[src/rtl/generational_slot_allocator_macros.svh]
// Assertion macros for the generational slot allocator
`ifndef GENERATIONAL_SLOT_ALLOCATOR_MACROS_SVH
`define GENERATIONAL_SLOT_ALLOCATOR_MACROS_SVH

`ifndef SYNTHESIS
`define GSA_ASSERT_CLK(lbl, clk, rst_n, prop, msg) \
  lbl: assert property (@(posedge clk) disable iff (!rst_n) prop) else $error(msg);
`define GSA_ASSERT(lbl, prop, msg) `GSA_ASSERT_CLK(lbl, clk_i, rst_ni, prop, msg)
`else
`define GSA_ASSERT_CLK(lbl, clk, rst_n, prop, msg)
`define GSA_ASSERT(lbl, prop, msg)
`endif

`endif

[src/rtl/gsa_pkg.sv]
// Types, constants and helper functions shared by the slot allocator
package gsa_pkg;

  localparam int NUM_LAYOUTS = 4;
  localparam int MAX_CHUNKS  = 16;
  localparam int SLOTS       = 64;
  localparam int GEN_BITS    = 8;

  localparam int LAYOUT_W = $clog2(NUM_LAYOUTS);
  localparam int CHUNK_W  = $clog2(MAX_CHUNKS);
  localparam int SLOT_W   = $clog2(SLOTS);
  localparam int INDEX_W  = CHUNK_W + SLOT_W;
  localparam int OPEN_W   = $clog2(MAX_CHUNKS + 1);
  localparam int ROW_AW   = LAYOUT_W + CHUNK_W;
  localparam int ROWS     = NUM_LAYOUTS * MAX_CHUNKS;
  localparam int CFG_W    = 3;
  localparam int ACTION_W = 2;

  localparam logic [CFG_W-1:0] LAYOUTS_RESET = 3'd4;

  typedef enum logic [ACTION_W-1:0] {
    ACT_SPAWN = 2'd0,
    ACT_KILL  = 2'd1,
    ACT_CHECK = 2'd2
  } action_e;

  // One chunk of one layout: generations, written marks and free bits
  typedef struct packed {
    logic [SLOTS-1:0][GEN_BITS-1:0] gens;
    logic [SLOTS-1:0]               touched;
    logic [SLOTS-1:0]               free;
  } row_t;

  typedef struct packed {
    logic [ACTION_W-1:0] action;
    logic                open_new;
    logic                exhausted;
    logic                kill_ok;
    logic                check_ok;
    logic                fwd;
    logic [ROW_AW-1:0]   row;
    logic [SLOT_W-1:0]   slot;
    logic [GEN_BITS-1:0] generation;
  } op_t;

  typedef struct packed {
    logic              we;
    logic              full;
    logic [ROW_AW-1:0] addr;
    row_t              data;
  } wb_t;

  function automatic logic [SLOT_W-1:0] lowest_set(input logic [SLOTS-1:0] w);
    logic [SLOT_W-1:0] idx;
    idx = '0;
    for (int i = SLOTS - 1; i >= 0; i--) begin
      if (w[i]) begin
        idx = SLOT_W'(i);
      end
    end
    return idx;
  endfunction

  function automatic logic [GEN_BITS-1:0] gen_of(input row_t r, input logic [SLOT_W-1:0] s);
    return r.touched[s] ? r.gens[s] : {GEN_BITS{1'b1}};
  endfunction

endpackage

[src/rtl/gsa_ctrl.sv]
// Chunk tracking, spawn chunk selection and row address issue
`include "generational_slot_allocator_macros.svh"

module gsa_ctrl
  import gsa_pkg::*;
(
  input  logic                clk_i,
  input  logic                rst_ni,
  input  logic                adv_i,
  input  logic                v1_i,
  input  logic [ACTION_W-1:0] action_i,
  input  logic [LAYOUT_W-1:0] layout_i,
  input  logic [INDEX_W-1:0]  entity_index_i,
  input  logic [GEN_BITS-1:0] generation_i,
  input  logic [CFG_W-1:0]    layouts_in_use_i,
  input  wb_t                 wb_i,
  output logic [ROW_AW-1:0]   raddr_o,
  output logic                v2_o,
  output op_t                 op_o
);

  logic [OPEN_W-1:0]     opened_q [NUM_LAYOUTS];
  logic [OPEN_W-1:0]     opened_d [NUM_LAYOUTS];
  logic [ROWS-1:0]       has_free_q;
  logic [ROWS-1:0]       has_free_d;
  logic [ROWS-1:0]       hf_eff;
  logic [MAX_CHUNKS-1:0] hf_lay;
  logic                  v2_q;
  op_t                   op_q;
  op_t                   op_d;

  logic [CHUNK_W-1:0] chunk;
  logic [CHUNK_W-1:0] found_c;
  logic [CHUNK_W-1:0] sel_chunk;
  logic [OPEN_W-1:0]  opened_cur;
  logic               found;
  logic               at_limit;
  logic               ch_open;
  logic               is_spawn;
  logic               open_go;
  logic               orphan;

  assign chunk      = entity_index_i[INDEX_W-1:SLOT_W];
  assign opened_cur = opened_q[layout_i];
  assign ch_open    = OPEN_W'(chunk) < opened_cur;
  assign at_limit   = opened_cur == OPEN_W'(MAX_CHUNKS);
  assign is_spawn   = action_i == ACT_SPAWN;

  // drop the free mark of a chunk that the older item fills
  assign hf_eff = has_free_q & ~(wb_i.full ? (ROWS'(1) << wb_i.addr) : '0);
  assign hf_lay = hf_eff[layout_i*MAX_CHUNKS +: MAX_CHUNKS];
  assign found  = |hf_lay;

  always_comb begin
    found_c = '0;
    for (int c = MAX_CHUNKS - 1; c >= 0; c--) begin
      if (hf_lay[c]) begin
        found_c = CHUNK_W'(c);
      end
    end
  end

  assign sel_chunk = found ? found_c : opened_cur[CHUNK_W-1:0];
  assign raddr_o   = {layout_i, is_spawn ? sel_chunk : chunk};
  assign open_go   = adv_i && v1_i && is_spawn && !found && !at_limit;

  always_comb begin
    op_d.action     = action_i;
    op_d.open_new   = is_spawn && !found && !at_limit;
    op_d.exhausted  = !found && at_limit;
    op_d.kill_ok    = ch_open;
    op_d.check_ok   = ch_open && (CFG_W'(layout_i) < layouts_in_use_i);
    op_d.fwd        = wb_i.we && (wb_i.addr == raddr_o);
    op_d.row        = raddr_o;
    op_d.slot       = entity_index_i[SLOT_W-1:0];
    op_d.generation = generation_i;
  end

  always_comb begin
    opened_d   = opened_q;
    has_free_d = hf_eff;
    if (v1_i) begin
      case (action_i)
        ACT_SPAWN: begin
          if (!found && !at_limit) begin
            opened_d[layout_i]  = opened_cur + OPEN_W'(1);
            has_free_d[raddr_o] = 1'b1;
          end
        end
        ACT_KILL: begin
          if (ch_open) begin
            has_free_d[raddr_o] = 1'b1;
          end
        end
        default: begin
        end
      endcase
    end
  end

  always_ff @(posedge clk_i or negedge rst_ni) begin
    if (!rst_ni) begin
      opened_q   <= '{default: '0};
      has_free_q <= '0;
      v2_q       <= 1'b0;
    end else if (adv_i) begin
      opened_q   <= opened_d;
      has_free_q <= has_free_d;
      v2_q       <= v1_i;
    end
  end

  always_ff @(posedge clk_i) begin
    if (adv_i) begin
      op_q <= op_d;
    end
  end

  assign v2_o = v2_q;
  assign op_o = op_q;

  always_comb begin
    logic [ROW_AW-1:0] rr;
    orphan = 1'b0;
    for (int r = 0; r < ROWS; r++) begin
      rr = ROW_AW'(r);
      if (has_free_q[r] && (OPEN_W'(rr[CHUNK_W-1:0]) >= opened_q[rr[ROW_AW-1:CHUNK_W]])) begin
        orphan = 1'b1;
      end
    end
  end

  `GSA_ASSERT(a_free_mark_opened, !orphan, "free mark on a chunk that is not open")
  `GSA_ASSERT(a_open_marks_free, open_go |=> has_free_q[$past(raddr_o)], "opened chunk not free")
  `GSA_ASSERT(a_limit_holds, v1_i && is_spawn && op_d.exhausted |-> !found && at_limit, "bad exhaust")

endmodule

[config.mk]
export PLATFORM = sky130hd
export DESIGN_NAME = gsa_ctrl
export DESIGN_NICKNAME = d
export VERILOG_FILES = /design/src/rtl/gsa_pkg.sv /design/src/rtl/gsa_ctrl.sv
export VERILOG_INCLUDE_DIRS = /design/src /design/src/rtl
export SDC_FILE = /design/constraint.sdc
export NUM_CORES = 1
export LEC_CHECK = 0
export BUFFER_PORTS_ARGS = -buffer_cell sky130_fd_sc_hd__buf_2
export CORE_AREA = 8 8 267 269
export DETAILED_ROUTE_END_ITERATION = 6
export DIE_AREA = 0 0 275 277
export PLACE_DENSITY_LB_ADDON = 0.25
export SYNTH_ARGS = -nofsm -noshare
export SYNTH_HDL_FRONTEND = slang
export SYNTH_SLANG_ARGS = --single-unit
[constraint.sdc]
create_clock -name clk_i -period 9.6 [get_ports clk_i]
set_clock_uncertainty 0.1 [all_clocks]
set_input_delay 0.48 -clock clk_i [delete_from_list [all_inputs] [get_ports clk_i]]
set_output_delay 0.48 -clock clk_i [all_outputs]
set_load 0.01 [all_outputs]
Word level (Yosys, flattened, before mapping):

Cells that the tools add are included.

* add/sub/neg operators: 1
* magnitude comparators: 6
* equality and inequality tests: 3
* shift-type cells: 2
* multiplexer cells: 31
* bitwise logic cells: 4
* reduce and logical (&&, ||, !) cells: 13

Operator list (count)
* $mux W64: 4
* $pmux W64 S2: 1
* $mux W4: 18
* $and A64 B64 Y64: 1
* $not A64 Y64: 1
* $or A64 B64 Y64: 1
* $shiftx A64 B7 Y16: 1
* $shl A1 B6 Y64 const A: 1
* $bwmux W20: 1
* $reduce_or A16 Y1: 1
* $mux W5: 3
* $bmux W5 S2: 1
* $demux W5 S2: 1
* $logic_and A1 B1 Y1: 8
* $lt A6 B7 Y1 const B: 1
* $demux W1 S6: 1
* $eq A6 B6 Y1: 1
* $ge A6 B1 Y1 const B: 1
* $add A5 B1 Y5 const B: 1
* $eq A5 B5 Y1 const B: 1
* $lt A4 B5 Y1: 1
* $reduce_and A4 Y1: 1
* $ge A3 B3 Y1 const B: 1
* $lt A2 B3 Y1: 1
* 6 further kinds: 7

* bits in registers: 112
* bits of input ports: 677
* output and inout port bits: 34
* logic and storage cells: 75

Depth between registers and ports, before layout:

Gate-level depths: netlist of run 1.

* depth in word-level cells: 31
* gate-level depth with buffers: 14
* gate-level depth less buffers: 10

Worst setup path before layout of run 1:

Ideal clock, no wire load.

* path type: input-to-output
* start: in wb_i[641] (netlist bit)
* end: out raddr_o[0]
* data arrival time: 3154 ps
* required time: 9020 ps
* path slack: 5866 ps
* cell stages on the path: 14
* path buffers: 5
* path through: buf_4 or4b_1 buf_2 o211ai_1 o21ai_0 nor3b_2 a2bb2oi_4 and4_1 a221oi_1 or2_2 clkbuf_1 inv_1 buf_2 buf_4

RTL lines
* from (decl): line gsa_ctrl.sv:16 `input wb_t wb_i,`
* to (decl): line gsa_ctrl.sv:17 `output logic [ROW_AW-1:0] raddr_o,`

Worst setup path after layout of run 1:

* start: in layout_i[1]
* end: out raddr_o[0]

* longest elaborated chain between the ends: 19
* elaborated cells between the ends (all ways): 24
* those cells by class: 1 x shift; 21 x mux; 1 x bitwise; 1 x reduce/logical

Ends and longest elaborated chain
* from (decl): line gsa_ctrl.sv:12 `input logic [LAYOUT_W-1:0] layout_i,`
* $shiftx A64 B7 Y16: line gsa_ctrl.sv:51 `assign hf_lay = hf_eff[layout_i*MAX_CHUNKS +: MAX_CHUNKS];`
* $mux W4 (16 in a row): line gsa_ctrl.sv:57 `if (hf_lay[c]) begin`
* $mux W4 (*): line gsa_ctrl.sv:63 `assign sel_chunk = found ? found_c : opened_cur[CHUNK_W-1:0];`
* $mux W4 (*): line gsa_ctrl.sv:64 `assign raddr_o = {layout_i, is_spawn ? sel_chunk : chunk};`

Mark *: on every way between the ends. The rest lies on a longest branch, timed or not. The select of a mux whose other input is x is not followed.

==> metrics.txt, run 1 <==
status=complete, no violations; fill cell count=between 7,000 and 8,000; FFs w/ async S/R, synth=approximately three quarters; final hold vios=0; Worst Path Required=between 9 and 10 ns; Slew headroom=29.2%; drt pass-1 iters=5; largest net degree at the start of global routing=73; PwrDens=140 nW/µm²; via count=between 5,000 and 6,000; Hold Crit Start=generation_i[6]; Slew Limit Fails=0; post-DP HPWL=approximately 17 mm; total core area=between 60,000 and 70,000 µm²; CP Cell Sequence=buf_2 -> buf_4 -> buf_4 -> o21ai_0 -> nor4_1 -> o21a_1 -> and4_1 -> a221oi_1 -> or2_2 -> buf_4 -> inv_1 -> buf_4 -> buf_2; post-cts sizing count=0; H-tree depth=3; area share of the largest cell type after synthesis=32.8%; Yosys top cell by area=dfrtp_1; CP endpoint kind=output pin; Worst R2R Path Depth=8; Tmin final=approximately 5.2 ns; nets=between 1,000 and 1,500; kind of critical path=primary input to output pin; Worst Path Max Fanout=39; Max Clk Rate=between 150 and 200 MHz; HP Class=primary input to flip-flop; initial antenna violation count=7; initial drt markers=roughly 380; count leader, synth=o21ai_0; row count=95; Seq/Total Area, Yosys=between 40% and 50%; drt wl/cell=around 16 µm; Worst-Skew Late Latency=~0.37 ns; vias in the first global route=between 5,000 and 6,000; Root Driver=clkbuf_16; multi-input gate area in the final layout=between 3000 and 4000 µm²; Ports=around 700; Worst path slowest cell=nor4_1; Die ar.=around 76,000 µm²; Post-Syn Area=about 6500 µm²; Final GP Congestion=around 0.75; Clock transition at path regs=about 0.08 ns; # port buffers=70; crit path DAT=4.63 ns; Reg area=~2900 µm²; Total Wirelength=between 20 and 25 mm; maxcap violations=0; Synth cell types=67; syn nets=~1,300; maximum vdd ir drop=between 70 and 80 µV; Avg Inst Size Synth=between 10 and 15 µm²; Synth warnings=0; Die X=275 µm; Slew @ Worst Pin=~1.0 ns; Critical Path Max Stage Delay=about 0.57 ns; number of synthesized flops with an enable pin=27; GR Overflow Total=0; CP startpoint kind=primary input; Worst Setup SP=layout_i[1]; leak pwr=2.91 nW; synth cell count leaders=104 x o21ai_0, 85 x dfrtp_1, 67 x o31ai_1; die height=277 µm; share of cells above drive strength 1=a little under a quarter; GRT Overall Usage=under 10%; setup TNS=0 ns; worst r2r dst=op_o[20]; Max clock buf depth=2; Initial Util=between 9 and 10%; Routed Antenna Nets=0; Total Power=1.13 mW; Reg2Reg Setup Slack=~5.8 ns; cell mode on critical path=buf_4; RR Startpoint=has_free_q[42]; Place WS=about 4.3 ns; DRC errors left=0; TritonCTS clock tree=built; ant diodes=0; first-pass GRT wire length=around 37 mm; Final WS setup=4.39 ns; RSZ-0062 raised after global routing=no; final worst-path cycle share=a little over half; flops & latches, synth=112; area delta synth->final=24.2%; worst hold slack=roughly 0.19 ns; Synth Flop Type=dfrtp_1; cts bufs inserted=9; Vias/cell=between 3 and 4; top post-synthesis cells by area=dfrtp_1 33%, edfxtp_1 13%, o21ai_0 8.0%; Synth Instances=just over 600; clk sinks=around 110; crit path to=raddr_o[0]; Final Setup Violations=0
layout by cell type (no fill, tap or decap), types with 16 or more instances in the layout:
cell type / synthesis / layout
edfxtp_1: 27 / 27
mux2_2: 17 / 17
o21ai_0: 104 / 104
nand3_1: 16 / 16
inv_1: 19 / 19
o211ai_1: 25 / 25
dfrtp_1: 85 / 85
o31ai_1: 67 / 67
o21a_1: 21 / 21
buf_2: 24 / 69
final cells by class:
type / count / share of cell area (%)
Inverter: 19 / 0.886
Multi-Input combinational cell: 427 / 40.0
Sequential cell: 112 / 36.5
Clock inverter: 7 / 1.03
Timing Repair Buffer: 78 / 5.16
Clock buffer: 9 / 2.80
Tap cell: 873 / 13.6
critical path, delay by kind of cell:
family | cells | cell delay [ns]
compound gates | 3 | 0.64
buf+inv | 7 | 2.28
simple gates | 3 | 1.15
cell families (layout without fill, tap and decap cells):
family                     Yosys count  count (layout)  synth area share [%]
AOI/OAI and AO/OA                  267             267                  27.9
xor gates and xnor gates             6               6                 0.811
adders and majority gates            6               6                  1.16
buffers and inverters               70             113                  4.92
DFF                                112             112                  45.3
muxes                               38              38                  8.05
and+or+nand+nor                    110             110                  11.8
sequential cells by signal, indices dropped and copies added, names as in the netlist:
register and cells:
has_free_q 64, opened_q 20, v2_o 1, op_o 27
through the flow:
| stage | utilization (%) | cell area (µm²) | std cells |
|---|---|---|---|
| 4_1_cts | 12.0 | 8050 | 1525 |
| 6_report | 12.0 | 8050 | 1525 |
| 3_5_place_dp | 11.6 | 7730 | 1508 |
| 3_3_place_gp | 11.6 | 7730 | 1508 |
| 2_1_floorplan | - | 6480 | 609 |
| 5_1_grt | 12.0 | 8050 | 1525 |
worst min-delay path by stage:
stage	cells past startpoint	endpoint	slack (ns)
floorplan	0	has_free_q[0]	0.08
global placement	1	opened_q[5]	0.24
detailed placement	1	opened_q[5]	0.25
CTS	1	op_o[6]	0.17
global route	1	op_o[8]	0.17
finish	1	op_o[6]	0.19
power by group:
group	leakage (nW)	internal, mW	switching (mW)
registers	1.43	0.513	0.00899
clock network	0.154	0.209	0.205
logic	1.33	0.0604	0.129
total	2.91	0.783	0.343
what timing repair did:
action / CTS / global route
hold buffers: 1 / 0
buffers inserted: 0 / 0
hold endpoints to repair: 13 / 0
per-layer routing:
layer	global-route usage [%]	share of wire, %
met5	0	0
met4	1.44	1.9
met3	1.17	3.5
met2	10.6	48
met1	8.42	47
Power figures use the tool's default switching activity.
==> run 2: changes to the inputs <==
- ABC_AREA: unset -> 1
- CORE_AREA: 8 8 267 269 -> 8 8 272 274
- DIE_AREA: 0 0 275 277 -> 0 0 280 282
- clock period: 9.6 -> 4.95 ns (I/O delays scaled with it)
==> metrics.txt, run 2 <==
status=complete, no violations; fin util=15.7% (+3.6 points); kind of critical path=primary input to flip-flop; Critical Path Max Stage Delay=0.91 ns (+0.34 ns); H-tree depth=3 (unchanged); area share of the largest cell type after synthesis=23.7% (-9.1 points); post-cts sizing count=0 (unchanged); Synth cell types=45 (-33%); Yosys top cell by area=dfrtp_1; Worst Path Required=5.17 ns (-3.85 ns); TritonCTS clock tree=built; CP startpoint kind=primary input; Seq/Total Area, Yosys=32.8% (-13 points); Vias/cell=4.02 (+15%); cts bufs inserted=9 (unchanged); Synth warnings=0 (unchanged); drt wl/cell=16.3 µm (+1.3%); maximum vdd ir drop=140 µV (+79%); cts-stage hold buffer count=16 (+15); flops & latches, synth=112 (unchanged); CP endpoint kind=flip-flop; syn nets=2,098 (+62%); Clock transition at path regs=0.09 ns (about the same); setup repair bufs after CTS=0 (unchanged); vias in the first global route=9,249 (+69%); clk sinks=112 (unchanged); crit-path leading delay family=simple AND/OR/NAND/NOR gates; Max clock buf depth=2 (unchanged); Initial Util=12.9% (+3.2 points); post-DP HPWL=25.7 mm (+50%); crit path DAT=4.68 ns (+0.05 ns); final worst-path cycle share=90.0%; largest net degree at the start of global routing=71 (-2.7%); setup TNS=0 ns (unchanged); commonest cells after routing, fill and taps aside=391 x nand2_1, 143 x nor2_1, 129 x inv_1, 112 x o21ai_0, 91 x nand4_1; Final Setup Violations=0 (unchanged); Worst-Skew Late Latency=0.39 ns (+0.02 ns); Slew Limit Fails=0 (unchanged); Avg Inst Size Synth=6.33 µm² (-40%); HP Class=primary input to flip-flop; synth cell count leaders=391 x nand2_1, 145 x nor2_1, 130 x inv_1; most common cell after layout, fill and taps aside=nand2_1; row count=97 (+2.1%); fill cell count=7,946 (+3.9%); Max Clk Rate=225 MHz; area delta synth->final=21.6%; Tmin final=roughly 4.5 ns; count leader, synth=nand2_1; Die ar.=79,000 µm² (+3.7%); Top reg by flops=has_free_q; multi-input gate area in the final layout=5000 µm² (+55%); FFs w/ async S/R, synth=75.9% (unchanged); Root Driver=clkbuf_16; Reg area=2940 µm² (unchanged); Post-Syn Area=8960 µm² (+38%); PwrDens=260 nW/µm² (+86%); Synth Flop Type=dfrtp_1; top post-synthesis cells by area=dfrtp_1 24%, nand2_1 16%, edfxtp_1 9.0%; Worst path slowest cell=nor2_1; total core area=69,500 µm² (+4.1%); final hold vios=0 (unchanged); first-pass GRT wire length=59.3 mm (+62%); DRC errors left=0 (unchanged); maxcap violations=0 (unchanged); max reg flops=64 (unchanged); number of synthesized flops with an enable pin=27 (unchanged); Final GP Congestion=0.804 (+7.7%); nets=2,142 (+61%); GR Overflow Total=0 (unchanged); dpl cell area=10,400 µm² (+35%); Final WS setup=0.496 ns (-3.89 ns); drt pass-1 iters=5 (unchanged); CP Cell Sequence=dlygate4sd3_1 -> buf_2 -> inv_1 -> nor2_1 -> buf_4 -> inv_1 -> o2111ai_1 -> nand2_1 -> inv_2 -> nand2_1 -> nor2_2 -> nand3_1 -> o21ai_2 -> inv_4 -> nor2_1 -> nand4_1 -> nand3_1 -> nand3_1 -> nand2_1 -> nand2_1 -> a21oi_1; die height=282 µm (+1.8%); Slew @ Worst Pin=1.19 ns (+0.154 ns); Ports=711 (unchanged); cell mode on critical path=nand2_1; initial antenna violation count=5 (-2); Slew headroom=20.5% (-8.8 points); GRT Overall Usage=9.69% (+3.3 points); Worst Path Max Fanout=12 (-69%); leak pwr=4.57 nW (+57%); share of cells above drive strength 1=13.3% (-9.3 points); final instance area=10,900 µm² (+35%); Routed Antenna Nets=0 (unchanged); RSZ-0062 raised after global routing=no; via count=9,681 (+82%); Die X=280 µm (+1.8%); Place WS=0.345 ns (-3.96 ns); # port buffers=70 (unchanged); Total Wirelength=39.2 mm (+60%); CP Buf/Inv Count=7 (unchanged); initial drt markers=827 (+120%); Synth Instances=1,415 (+130%)
## run 2: changes by cell type in the layout (fill, tap and decap cells not counted), sizes merged, moves of 28 or more
cell / delta
a21oi: +61
buf: +39
inv: +121
nand2: +382
nand3: +72
nand4: +88
nor2: +148
o211ai: -28
o21ai: +68
o31ai: -68
## run 2: worst paths after layout
check,startpoint,end,slack (ns),cells past startpoint
worst max-delay path,layout_i[0],has_free_q[47],0.50,21
worst min-delay path,action_i[1],op_o[26],0.03,1
worst max register to register,has_free_q[2],has_free_q[47],1.25,16
worst min register to register,v2_o,v2_o,0.37,2
max in group asynchronous,rst_ni,has_free_q[44],3.32,3
min in group asynchronous,rst_ni,has_free_q[11],0.39,2
## run 2: final cells by class
cell class | count | share of cell area [%]
well taps | 940 | 10.8
clock inverters | 7 | 0.816
multi-input cells | 1056 | 45.9
flip-flops and latches | 112 | 27.0
diodes | 3 | 0.0689
repair buffers | 132 | 8.25
clock buffers | 9 | 2.07
inverters | 148 | 5.15
## run 2: cell families after synthesis
family,Yosys count,share of synthesized area (%)
AND/OR/NAND/NOR,766,37.7
AO/OA/AOI/OAI,278,16.5
adder cells (fa/ha/maj),6,0.838
XOR/XNOR,6,0.587
flip-flops,112,32.8
buffers and inverters,247,11.5
## run 2: metrics by stage
step                      cells  power [mW]  hold slack (ns)
after floorplan            1415        1.71           -0.148
after global placement     2372        2.02            0.294
after detailed placement   2372        2.02            0.290
after CTS                  2404        2.87           0.0225
after global routing       2405        3.01           0.0345
final                      2407        2.83           0.0336
## run 2: metal layers
metal	up-vias	GRT usage [%]	part of all wire, %	wire [µm]
met3	42	1.42	4.9	1910
met1	4630	13.4	48	18700
li1	4753	-	-	-
met4	4	2.99	1.9	748
met2	252	15.5	45	17800
met5	-	0	0.066	26
## run 2: power by group
group          switching [mW]  internal [mW]
sequential             0.0526           1.06
combinational           0.630          0.281
clock                   0.447          0.367
total                    1.13           1.70
## run 2: worst register-to-register path, cell delays in order, from the launching register on
cell and delay (ns):
dfrtp_1 0.39, o21ai_1 0.21, nand2_1 0.10, nand4_1 0.26, and2_1 0.20, nand2_1 0.08, nor2_2 0.16, nand3_1 0.11
o21ai_2 0.28, inv_4 0.09, nor2_1 0.91, nand4_1 0.28, nand3_1 0.13, nand3_1 0.07, nand2_1 0.09, nand2_1 0.05
a21oi_1 0.14
==> run 3: changes to the inputs <==
- GPL_TIMING_DRIVEN: unset -> 1
- REMOVE_ABC_BUFFERS: unset -> 1
- clock period: 4.95 -> 5.5 ns (I/O delays scaled with it)
==> metrics.txt, run 3 (synthesized netlist as in run 2, its figures left out) <==
Root Driver=clkbuf_16; max reg flops=64 (unchanged); nets=2,134 (-0.37%); Top reg by flops=has_free_q; status=complete, no violations; H-tree depth=3 (unchanged); RSZ-0062 raised after global routing=no; first-pass GRT wire length=61.4 mm (+3.5%); Tmin final=~4.3 ns; DRC errors left=0 (unchanged); # port buffers=70 (unchanged); Worst Path Max Fanout=29 (+17); Slew Limit Fails=0 (unchanged); Initial Util=12.9% (unchanged); Worst-Skew Late Latency=0.41 ns (+0.02 ns); Slew headroom=32.9% (+12 points); leak pwr=4.53 nW (-0.87%); maxcap violations=0 (unchanged); clock share of power=29.9% (+1.2 points); initial antenna violation count=6 (+1); Max Clk Rate=around 230 MHz; setup TNS=0 ns (unchanged); crit-path leading delay family=simple AND/OR/NAND/NOR gates; commonest cells after routing, fill and taps aside=390 x nand2_1, 144 x nor2_1, 129 x inv_1, 112 x o21ai_0, 91 x nand4_1; post-DP HPWL=26.1 mm (+1.2%); switching power=1.06 mW (-6.3%); Die X=280 µm (unchanged); die height=282 µm (unchanged); largest net degree at the start of global routing=57 (-20%); Total Power=2.59 mW (-8.6%); GRT Overall Usage=10.3% (+0.58 points); Total Wirelength=41.0 mm (+4.7%); Vias/cell=4.11 (+2.2%); via count=9,862 (+1.9%); setup repair bufs after CTS=0 (unchanged); cell mode on critical path=nand2_1; final hold vios=0 (unchanged); Max clock buf depth=2 (unchanged); Slew @ Worst Pin=1.00 ns (-0.189 ns); Flop pwr share=38.5% (-0.6 points); drt wl/cell=17.1 µm (+5.0%); Worst Path Required=5.12 ns (-0.05 ns); CP startpoint kind=primary input; drt pass-1 iters=5 (unchanged); post-cts sizing count=0 (unchanged); Final Setup Violations=0 (unchanged); CP endpoint kind=output pin; area delta synth->final=20.8%; Critical Path Max Stage Delay=0.69 ns (-0.22 ns); initial drt markers=704 (-15%); CP Buf/Inv Count=5 (-2); maximum vdd ir drop=164 µV (+17%); Cell Int Power=1.53 mW (-10%); Comb power frac=31.6% (-0.6 points); kind of critical path=primary input to output pin; final instance area=10,800 µm² (-0.64%); share of cells above drive strength 1=12.8% (-0.41 points); final worst-path cycle share=roughly four fifths; vias in the first global route=9,607 (+3.9%); Place WS=0.830 ns (+0.485 ns); Final WS setup=1.16 ns (+0.664 ns); Ports=711 (unchanged); fill cell count=7,996 (+0.63%); TritonCTS clock tree=built; crit path DAT=3.96 ns (-0.72 ns); row count=97 (unchanged); HP Class=primary input to flip-flop; cts bufs inserted=9 (unchanged); Clock transition at path regs=0.10 ns (about the same); clk sinks=112 (unchanged); Final GP Congestion=0.817 (+1.6%); Routed Antenna Nets=0 (unchanged); total core area=69,500 µm² (unchanged); GR Overflow Total=0 (unchanged); dpl cell area=10,300 µm² (-0.74%); most common cell after layout, fill and taps aside=nand2_1; Die ar.=79,000 µm² (unchanged); Net Sw Frac=40.9% (+0.98 points); PwrDens=239 nW/µm² (-8.0%); Worst path slowest cell=nand2_2
run 3: changes by cell type in the layout (fill, tap and decap cells not counted), sizes merged:
cell	change
dlygate4sd3	-1
diode	+1
buf	-7
inv	-1
clkinv	+1
run 3: per-layer routing:
| layer | up-vias | track usage (%) | share of wire [%] |
|---|---|---|---|
| met5 | - | 0 | 0.029 |
| met4 | 2 | 4.07 | 2.3 |
| met3 | 46 | 1.61 | 5.9 |
| met2 | 326 | 16.9 | 47 |
| met1 | 4747 | 13.4 | 45 |
| li1 | 4741 | - | - |
run 3: metrics by stage:
step                util, %  std cells  hold WS (ns)
finish                 15.6       2400        0.0420
CTS                    15.5       2396        0.0198
detailed placement     14.9       2365         0.232
global placement       14.9       2365         0.223
global route           15.5       2396        0.0444
floorplan                 -       1316        -0.121
run 3: power groups by stage:
stage	combinational, mW	sequential, mW	clock (mW)
floorplan	0.482	1.01	0
global placement	0.797	1.01	0
finish	0.818	0.996	0.776
detailed placement	0.807	1.01	0
CTS	0.818	0.997	0.822
global route	0.913	1.01	0.840
run 3: cell type report:
| class | instances | area (µm²) | share of cell area (%) |
|---|---|---|---|
| Tap cell | 940 | 1180 | 10.9 |
| Clock buffer | 9 | 225 | 2.08 |
| Antenna cell | 4 | 10.0 | 0.0925 |
| Clock inverter | 7 | 104 | 0.960 |
| Sequential cell | 112 | 2940 | 27.1 |
| Inverter | 148 | 561 | 5.18 |
| Multi-Input combinational cell | 1056 | 5000 | 46.2 |
| Timing Repair Buffer | 124 | 811 | 7.49 |
run 3: final timing paths:
| kind | slack [ns] | cells after the start | to | startpoint |
|---|---|---|---|---|
| worst min register to register | 0.38 | 2 | opened_q[8] | opened_q[8] |
| worst max register to register | 1.88 | 14 | op_o[20] | has_free_q[43] |
| worst max-delay path | 1.16 | 27 | raddr_o[0] | wb_i[645] |
| min in group asynchronous | 0.31 | 2 | v2_o | rst_ni |
| worst min-delay path | 0.04 | 1 | op_o[26] | action_i[1] |
| max in group asynchronous | 3.80 | 3 | has_free_q[10] | rst_ni |
run 3: timing repair:
action	CTS	global route
hold buffers	15	0
setup endpoints to repair	0	0
endpoints found under the hold margin	53	0
